File: config.mk
export PLATFORM = sky130hd
export DESIGN_NAME = url_percent_decoder
export DESIGN_NICKNAME = d
export VERILOG_FILES = /design/src/hw/rtl/url_pd_pkg.sv /design/src/hw/rtl/url_pd_core.sv /design/src/hw/rtl/url_pd_out.sv /design/src/hw/rtl/url_percent_decoder.sv
export SDC_FILE = /design/constraint.sdc
export NUM_CORES = 1
export LEC_CHECK = 0
export BUFFER_PORTS_ARGS = -buffer_cell sky130_fd_sc_hd__buf_2
export CORE_MARGIN = 8
export CORE_UTILIZATION = 32
export DETAILED_ROUTE_END_ITERATION = 10
export GPL_TIMING_DRIVEN = 0
export PLACE_DENSITY = 0.46
export SYNTH_ARGS = -nofsm -noshare
export SYNTH_HDL_FRONTEND = slang
export SYNTH_HIERARCHICAL = 1
export SYNTH_SLANG_ARGS = --single-unit
File: constraint.sdc
create_clock -name i_clk -period 9.3 [get_ports i_clk]
set_input_delay 0.93 -clock i_clk [delete_from_list [all_inputs] [get_ports i_clk]]
set_output_delay 0.93 -clock i_clk [all_outputs]
set_load 0.02 [all_outputs]
File: src/hw/rtl/url_pd_pkg.sv
package url_pd_pkg;

    localparam int unsigned MaxRes = 3;

    localparam logic [7:0] ChPercent = 8'h25;
    localparam logic [7:0] ChPlus    = 8'h2B;
    localparam logic [7:0] ChSpace   = 8'h20;
    localparam logic [7:0] PrintLo   = 8'd32;
    localparam logic [7:0] PrintHi   = 8'd126;

    // Escape tracking, one-hot
    typedef enum logic [2:0] {
        PH_NONE = 3'b001,
        PH_PCT  = 3'b010,
        PH_DIG  = 3'b100
    } t_phase;

    // Result bytes caused by one input beat
    typedef struct packed {
        logic [MaxRes-1:0][7:0] bytes;
        logic [1:0]             cnt;
        logic                   bare;
        logic                   str_end;
    } t_res_set;

    function automatic logic is_hex(input logic [7:0] c);
        is_hex = (c >= 8'h30 && c <= 8'h39) || (c >= 8'h41 && c <= 8'h46) ||
                 (c >= 8'h61 && c <= 8'h66);
    endfunction

    // Nibble of a hex digit character, either case
    function automatic logic [3:0] hex_value(input logic [7:0] c);
        logic [7:0] t;
        if (c <= 8'h39) begin
            t = c - 8'h30;
        end else if (c >= 8'h61) begin
            t = c - 8'h61 + 8'd10;
        end else begin
            t = c - 8'h41 + 8'd10;
        end
        hex_value = t[3:0];
    endfunction

endpackage

File: src/hw/rtl/url_pd_core.sv
module url_pd_core (
    input  logic                i_clk,
    input  logic                i_rst_n,
    input  logic                i_accept,
    input  logic [7:0]          i_in_byte,
    input  logic                i_string_last,
    output url_pd_pkg::t_res_set o_set
);
    import url_pd_pkg::*;

    t_phase     r_phase, n_phase;
    logic [7:0] r_held, n_held;
    t_res_set   s_set;
    logic [7:0] s_dec;
    logic [7:0] s_fresh;

    assign s_dec   = {hex_value(r_held), hex_value(i_in_byte)};
    assign s_fresh = (i_in_byte == ChPlus) ? ChSpace : i_in_byte;

    // Build the result list for this beat and the next escape state
    always_comb begin
        n_phase       = PH_NONE;
        n_held        = r_held;
        s_set         = '0;
        s_set.str_end = i_string_last;
        case (r_phase)
            PH_PCT: begin
                if (is_hex(i_in_byte)) begin
                    n_held  = i_in_byte;
                    n_phase = PH_DIG;
                end else begin
                    s_set.bytes[0] = ChPercent;
                    s_set.cnt      = 2'd1;
                    if (i_in_byte == ChPercent) begin
                        n_phase = PH_PCT;
                    end else begin
                        s_set.bytes[1] = s_fresh;
                        s_set.cnt      = 2'd2;
                    end
                end
            end
            PH_DIG: begin
                if (is_hex(i_in_byte)) begin
                    if (s_dec >= PrintLo && s_dec <= PrintHi) begin
                        s_set.bytes[0] = s_dec;
                        s_set.cnt      = 2'd1;
                    end
                end else begin
                    s_set.bytes[0] = ChPercent;
                    s_set.bytes[1] = r_held;
                    s_set.cnt      = 2'd2;
                    if (i_in_byte == ChPercent) begin
                        n_phase = PH_PCT;
                    end else begin
                        s_set.bytes[2] = s_fresh;
                        s_set.cnt      = 2'd3;
                    end
                end
            end
            default: begin
                if (i_in_byte == ChPercent) begin
                    n_phase = PH_PCT;
                end else begin
                    s_set.bytes[0] = s_fresh;
                    s_set.cnt      = 2'd1;
                end
            end
        endcase

        // Flush held lookahead at string end
        if (i_string_last) begin
            case (n_phase)
                PH_PCT: begin
                    s_set.bytes[s_set.cnt] = ChPercent;
                    s_set.cnt              = s_set.cnt + 2'd1;
                end
                PH_DIG: begin
                    s_set.bytes[0] = ChPercent;
                    s_set.bytes[1] = n_held;
                    s_set.cnt      = 2'd2;
                end
                default: begin
                end
            endcase
            n_phase = PH_NONE;
            if (s_set.cnt == 2'd0) begin
                s_set.cnt  = 2'd1;
                s_set.bare = 1'b1;
            end
        end
    end

    assign o_set = s_set;

    // Advance escape state on each accepted beat
    always_ff @(posedge i_clk) begin
        if (!i_rst_n) begin
            r_phase <= PH_NONE;
            r_held  <= '0;
        end else if (i_accept) begin
            r_phase <= n_phase;
            r_held  <= n_held;
        end
    end

    a_last_clears: assert property (@(posedge i_clk) disable iff (!i_rst_n)
        (i_accept && i_string_last) |=> (r_phase == PH_NONE))
        else $error("escape state survives string end");

    a_bare_alone: assert property (@(posedge i_clk) disable iff (!i_rst_n)
        s_set.bare |-> (s_set.cnt == 2'd1 && s_set.str_end))
        else $error("end marker mixed with bytes");

endmodule

File: src/hw/rtl/url_pd_out.sv
module url_pd_out (
    input  logic                 i_clk,
    input  logic                 i_rst_n,
    input  logic                 i_load,
    input  url_pd_pkg::t_res_set i_set,
    output logic                 o_free,
    output logic                 o_valid,
    input  logic                 i_ready,
    output logic [7:0]           o_out_byte,
    output logic                 o_byte_valid,
    output logic                 o_run_last,
    output logic                 o_string_end
);
    import url_pd_pkg::*;

    t_res_set   r_set;
    logic       r_valid;
    logic [1:0] r_idx;
    logic       s_last;
    logic       s_done;

    assign s_last = (r_idx == r_set.cnt - 2'd1);
    assign s_done = r_valid && i_ready && s_last;
    assign o_free = !r_valid || s_done;

    assign o_valid      = r_valid;
    assign o_out_byte   = r_set.bare ? 8'd0 : r_set.bytes[r_idx];
    assign o_byte_valid = !r_set.bare;
    assign o_run_last   = s_last;
    assign o_string_end = s_last && r_set.str_end;

    // Hold the result set and drain one beat per handshake
    always_ff @(posedge i_clk) begin
        if (!i_rst_n) begin
            r_valid <= 1'b0;
            r_idx   <= '0;
        end else if (i_load && o_free && i_set.cnt != 2'd0) begin
            r_valid <= 1'b1;
            r_idx   <= '0;
        end else if (s_done) begin
            r_valid <= 1'b0;
        end else if (r_valid && i_ready) begin
            r_idx <= r_idx + 2'd1;
        end
    end

    always_ff @(posedge i_clk) begin
        if (i_load && o_free) begin
            r_set <= i_set;
        end
    end

    a_idx_range: assert property (@(posedge i_clk) disable iff (!i_rst_n)
        r_valid |-> (r_set.cnt != 2'd0 && r_idx < r_set.cnt))
        else $error("drain index past result count");

    a_load_free: assert property (@(posedge i_clk) disable iff (!i_rst_n)
        (r_valid && !o_free) |=> (r_valid && $stable(r_set)))
        else $error("pending set lost while busy");

    a_end_last: assert property (@(posedge i_clk) disable iff (!i_rst_n)
        (r_valid && o_string_end) |-> o_run_last)
        else $error("string end before last result");

endmodule

File: src/hw/rtl/url_percent_decoder.sv
// Channel | Direction | Handshake               | Payload
// input   | in        | i_in_valid / o_in_ready | i_in_byte, i_string_last
// output  | out       | o_out_valid/i_out_ready | o_out_byte, o_byte_valid,
//         |           |                         | o_run_last, o_string_end
//
// One input beat is decoded in the cycle it is accepted; its results (one to
// three, or none) land in the output register the next cycle.
// Sustained rate: one input beat per cycle while each beat gives at most one
// result and the output side does not stall; a beat with several results
// keeps o_in_ready low until its final result is taken.
// o_in_ready follows i_out_ready combinationally on the final result beat.
// Reset (synchronous, active low) clears the escape state and output valid.
module url_percent_decoder (
    input  logic       i_clk,
    input  logic       i_rst_n,
    input  logic       i_in_valid,
    output logic       o_in_ready,
    input  logic [7:0] i_in_byte,
    input  logic       i_string_last,
    output logic       o_out_valid,
    input  logic       i_out_ready,
    output logic [7:0] o_out_byte,
    output logic       o_byte_valid,
    output logic       o_run_last,
    output logic       o_string_end
);
    import url_pd_pkg::*;

    t_res_set s_set;
    logic     s_free;
    logic     s_accept;

    assign o_in_ready = s_free;
    assign s_accept   = i_in_valid && s_free;

    url_pd_core u_core (
        .i_clk         (i_clk),
        .i_rst_n       (i_rst_n),
        .i_accept      (s_accept),
        .i_in_byte     (i_in_byte),
        .i_string_last (i_string_last),
        .o_set         (s_set)
    );

    url_pd_out u_out (
        .i_clk        (i_clk),
        .i_rst_n      (i_rst_n),
        .i_load       (s_accept),
        .i_set        (s_set),
        .o_free       (s_free),
        .o_valid      (o_out_valid),
        .i_ready      (i_out_ready),
        .o_out_byte   (o_out_byte),
        .o_byte_valid (o_byte_valid),
        .o_run_last   (o_run_last),
        .o_string_end (o_string_end)
    );

endmodule
==> flow_summary_export.csv <==
group,metric,value,unit
critical_path,path_delay_family,"compound AO/OA/AOI/OAI gates",
critical_path,critical-path-slowest-cell,"ha_1",
power,p_sw,0.000105,W
critical_path,endpoint_kind,"flop",
critical_path,r2r_start,"u_core/r_held[0]",
critical_path,path_class,"in -> reg",
clock_tree,insertion_delay,0.30,ns
layout,layout.cells.non_filler,459,
critical_path,cp_slowest_stage_delay,0.40,ns
floorplanning,core_area,9060,um2
logic_synthesis,synth_xor_area_frac,0.0120,
placed_design,hpwlAfterDp,5.89,mm
logic_synthesis,syn_nets,338,
timing,tightest_slew,1.21,ns
logic_synthesis,yosys.area.top_type,"edfxtp_1",
clock_tree,postCtsHoldBufs,0,
logic_synthesis,yosys.area.top_type_share,0.288,
placed_design,dp_cells,451,
global_route,antenna_found_initial,0,
clock_tree,cts.clk_slew.worst_paths,0.08,ns
logic_synthesis,synth-compound-area-share,0.207,
clock_tree,cts_max_level,2,
layout,final_cell_mix,"nor2_1 (30), nand2_1 (29), buf_2 (28), edfxtp_1 (28), a21oi_1 (19)",
power,vdd_drop_max,0.0000923,V
power,p_clk_frac,0.343,
timing,fmax,0.246,GHz
logic_synthesis,yosys.area_share.adder,0.0386,
critical_path,reg2reg_depth,15,
layout,final_common_cell,"nor2_1",
timing,setup_tns,0,ns
logic_synthesis,yosysUniqueCellTypes,72,
floorplanning,dieArea,12400,um2
layout,num-nets-final,369,
power,internal_power,0.000310,W
min_path,hp-start,"u_core/r_held[7]",
route,viasPerCell,5.24,
power,switching_share,0.254,
logic_synthesis,yosys_warnings,6,
logic_synthesis,synth_area,2920,um2
route,via_count,2403,
timing,period_minus_slack,4.07,ns
critical_path,r2r_slack,5.66,ns
route,wl_per_cell,16.5,um
timing,setup_viol_count_final,0,
critical_path,required,9.52,ns
logic_synthesis,yosys.area_share.simple,0.241,
logic_synthesis,avgSynthCellArea,9.24,um2
clock_tree,cts_resized,0,
timing,hold_violations,0,
route,first_pass_iters,5,
logic_synthesis,synthArstFlopShare,0,
run,drv_cap,0,
critical_path,start_kind,"primary input",
floorplanning,rows,35,
clock_tree,clock-root-buffer,"clkbuf_8",
route,drc_errors,0,
logic_synthesis,ys_seq_area_frac,0.384,
timing,min_period_over_period,0.437,
critical_path,crit_chain,"buf_2 -> clkbuf_2 -> inv_1 -> ha_1 -> nor3b_1 -> o21bai_1 -> nand3_1 -> clkbuf_1 -> o21ai_0 -> ha_1 -> a31oi_1 -> o22ai_1 -> nand2_1 -> o21ai_1 -> o21a_1 -> o31ai_4 -> a21oi_1",
logic_synthesis,ys_ff_latch,42,
timing,slew_violations,0,
floorplanning,initial_core_util,0.322,
layout,final_core_util,0.362,
placed_design,place_congestion,0.902,
logic_synthesis,synth.top_cells.by_area,"edfxtp_1 (29%), dfxtp_1 (9.6%), mux2i_1 (5.5%), ha_1 (3.9%), nor2_1 (3.9%)",
route,drt_iter0_drc,208,
power,sequentialPowerShare,0.509,
power,leakagePower,1.26,nW
clock_tree,cts_tree,"yes",
floorplanning,die_h,112,um
route,drtAntennaViolNets,0,
min_path,min_path_type,"reg -> reg",
timing,rsz0062_at_grt,"false",
power,p_per_area,126,nW/um2
layout,drive_above_1_share,0.207,
timing,relSlewSlack,0.197,
layout,area_delta_synth_final,12.5,%
min_path,worstHoldPathCells,1,
clock_tree,clockBufferDepth,2,
layout,diodes,0,
floorplanning,fp.dieW,112,um
global_route,grt_pass1_vias,2302,
power,combPwrFrac,0.148,
critical_path,crit_fanout,10,
logic_synthesis,synth_top_family_by_area,"simple AND/OR/NAND/NOR gates",
global_route,globalRouteOverflowTotal,0,
critical_path,reg2reg_to,"u_out/r_idx[0]",
min_path,hold_end,"u_core/r_held[7]",
logic_synthesis,muxShareOfSynthArea,0.0639,
global_route,grt_util_all_layers,0.122,
clock_tree,cts.sinks,42,
clock_tree,cts_made_buffers,5,
placed_design,port_buffers,24,
timing,finClkSkew,0.0210,ns
logic_synthesis,synth-main-ff-cell,"edfxtp_1",
critical_path,crit_top_cell,"ha_1",
global_route,grt_max_degree,29,
global_route,grt_pass1_wl,12.2,mm
run_status,status,"finished clean",
critical_path,cp.buffers_inverters,4,
clock_tree,post-cts-setup-buffers,0,
logic_synthesis,synth_edf_count,28,
route,routed_wirelength,7.58,mm
logic_synthesis,syn_inst,316,
critical_path,arrival,4.29,ns
floorplanning,ios,26,
-- state kept, by name, summed over array words and instances, names as in the netlist --
name / count
u_out/r_set: 28
u_core/r_phase: 3
u_out/r_idx: 2
u_core/r_held: 8
u_out/o_valid: 1
-- power by group through the flow --
stage	combinational [W]	clock [W]	sequential [W]
finish	0.0000615	0.000142	0.000211
global placement	0.0000621	0	0.000215
floorplan	0.0000423	0	0.000215
global route	0.0000675	0.000154	0.000212
detailed placement	0.0000616	0	0.000216
CTS	0.0000617	0.000147	0.000211
-- synth_stat cells (all sizes together), types with 8 or more instances --
master	instances
a21oi	20
clkbuf	10
nand3	14
buf	8
mux2i	16
o21ai	21
nor2	33
inv	13
and2	8
ha	9
edfxtp	28
dfxtp	14
nor2b	8
nand2	29
-- logic make-up (layout without fill, tap and decap cells) --
family,after synthesis,in the layout
xor gates and xnor gates,4,4
DFF,42,42
buffers and inverters,31,63
and+or+nand+nor,127,127
adders and majority gates,9,9
muxes,18,18
AOI/OAI and AO/OA,85,85
-- worst max path at each step --
stage                  from             end  cells after the start  slack, ns
6_report       i_in_byte[1]  u_out/r_idx[0]                     17       5.23
3_3_place_gp   i_in_byte[1]  u_out/r_idx[0]                     17       4.99
2_1_floorplan  i_in_byte[1]  u_out/r_idx[0]                     16       5.48
5_1_grt        i_in_byte[1]  u_out/r_idx[0]                     17       4.97
4_1_cts        i_in_byte[1]  u_out/r_idx[0]                     17       5.25
3_5_place_dp   i_in_byte[1]  u_out/r_idx[0]                     17       4.95
-- through the flow --
stage,total power (W),cell area (um2),hold WS [ns],worst slack [ns]
2_1_floorplan,0.000257,2920,0.468,5.48
3_3_place_gp,0.000277,3180,0.494,4.99
3_5_place_dp,0.000277,3180,0.494,4.95
4_1_cts,0.000420,3280,0.506,5.25
5_1_grt,0.000434,3280,0.514,4.97
6_report,0.000415,3280,0.506,5.23
-- cell type report --
| type | instances | area [um2] |
|---|---|---|
| Fill cell | 936 | 5780 |
| Multi-Input combinational cell | 243 | 1640 |
| Sequential cell | 42 | 1120 |
| Tap cell | 111 | 139 |
| Timing Repair Buffer | 24 | 120 |
| Buffer | 18 | 106 |
| Clock buffer | 6 | 72.6 |
| Inverter | 13 | 48.8 |
| Clock inverter | 2 | 33.8 |
-- metal layers --
metal	part of all wire	global-route usage	up-vias
li1	-	-	1206
met1	0.47	0.160	1090
met2	0.44	0.188	91
met3	0.070	0.0308	16
met4	0.021	0.0483	0
met5	0	0	-
(Power assumes the default switching activity.)
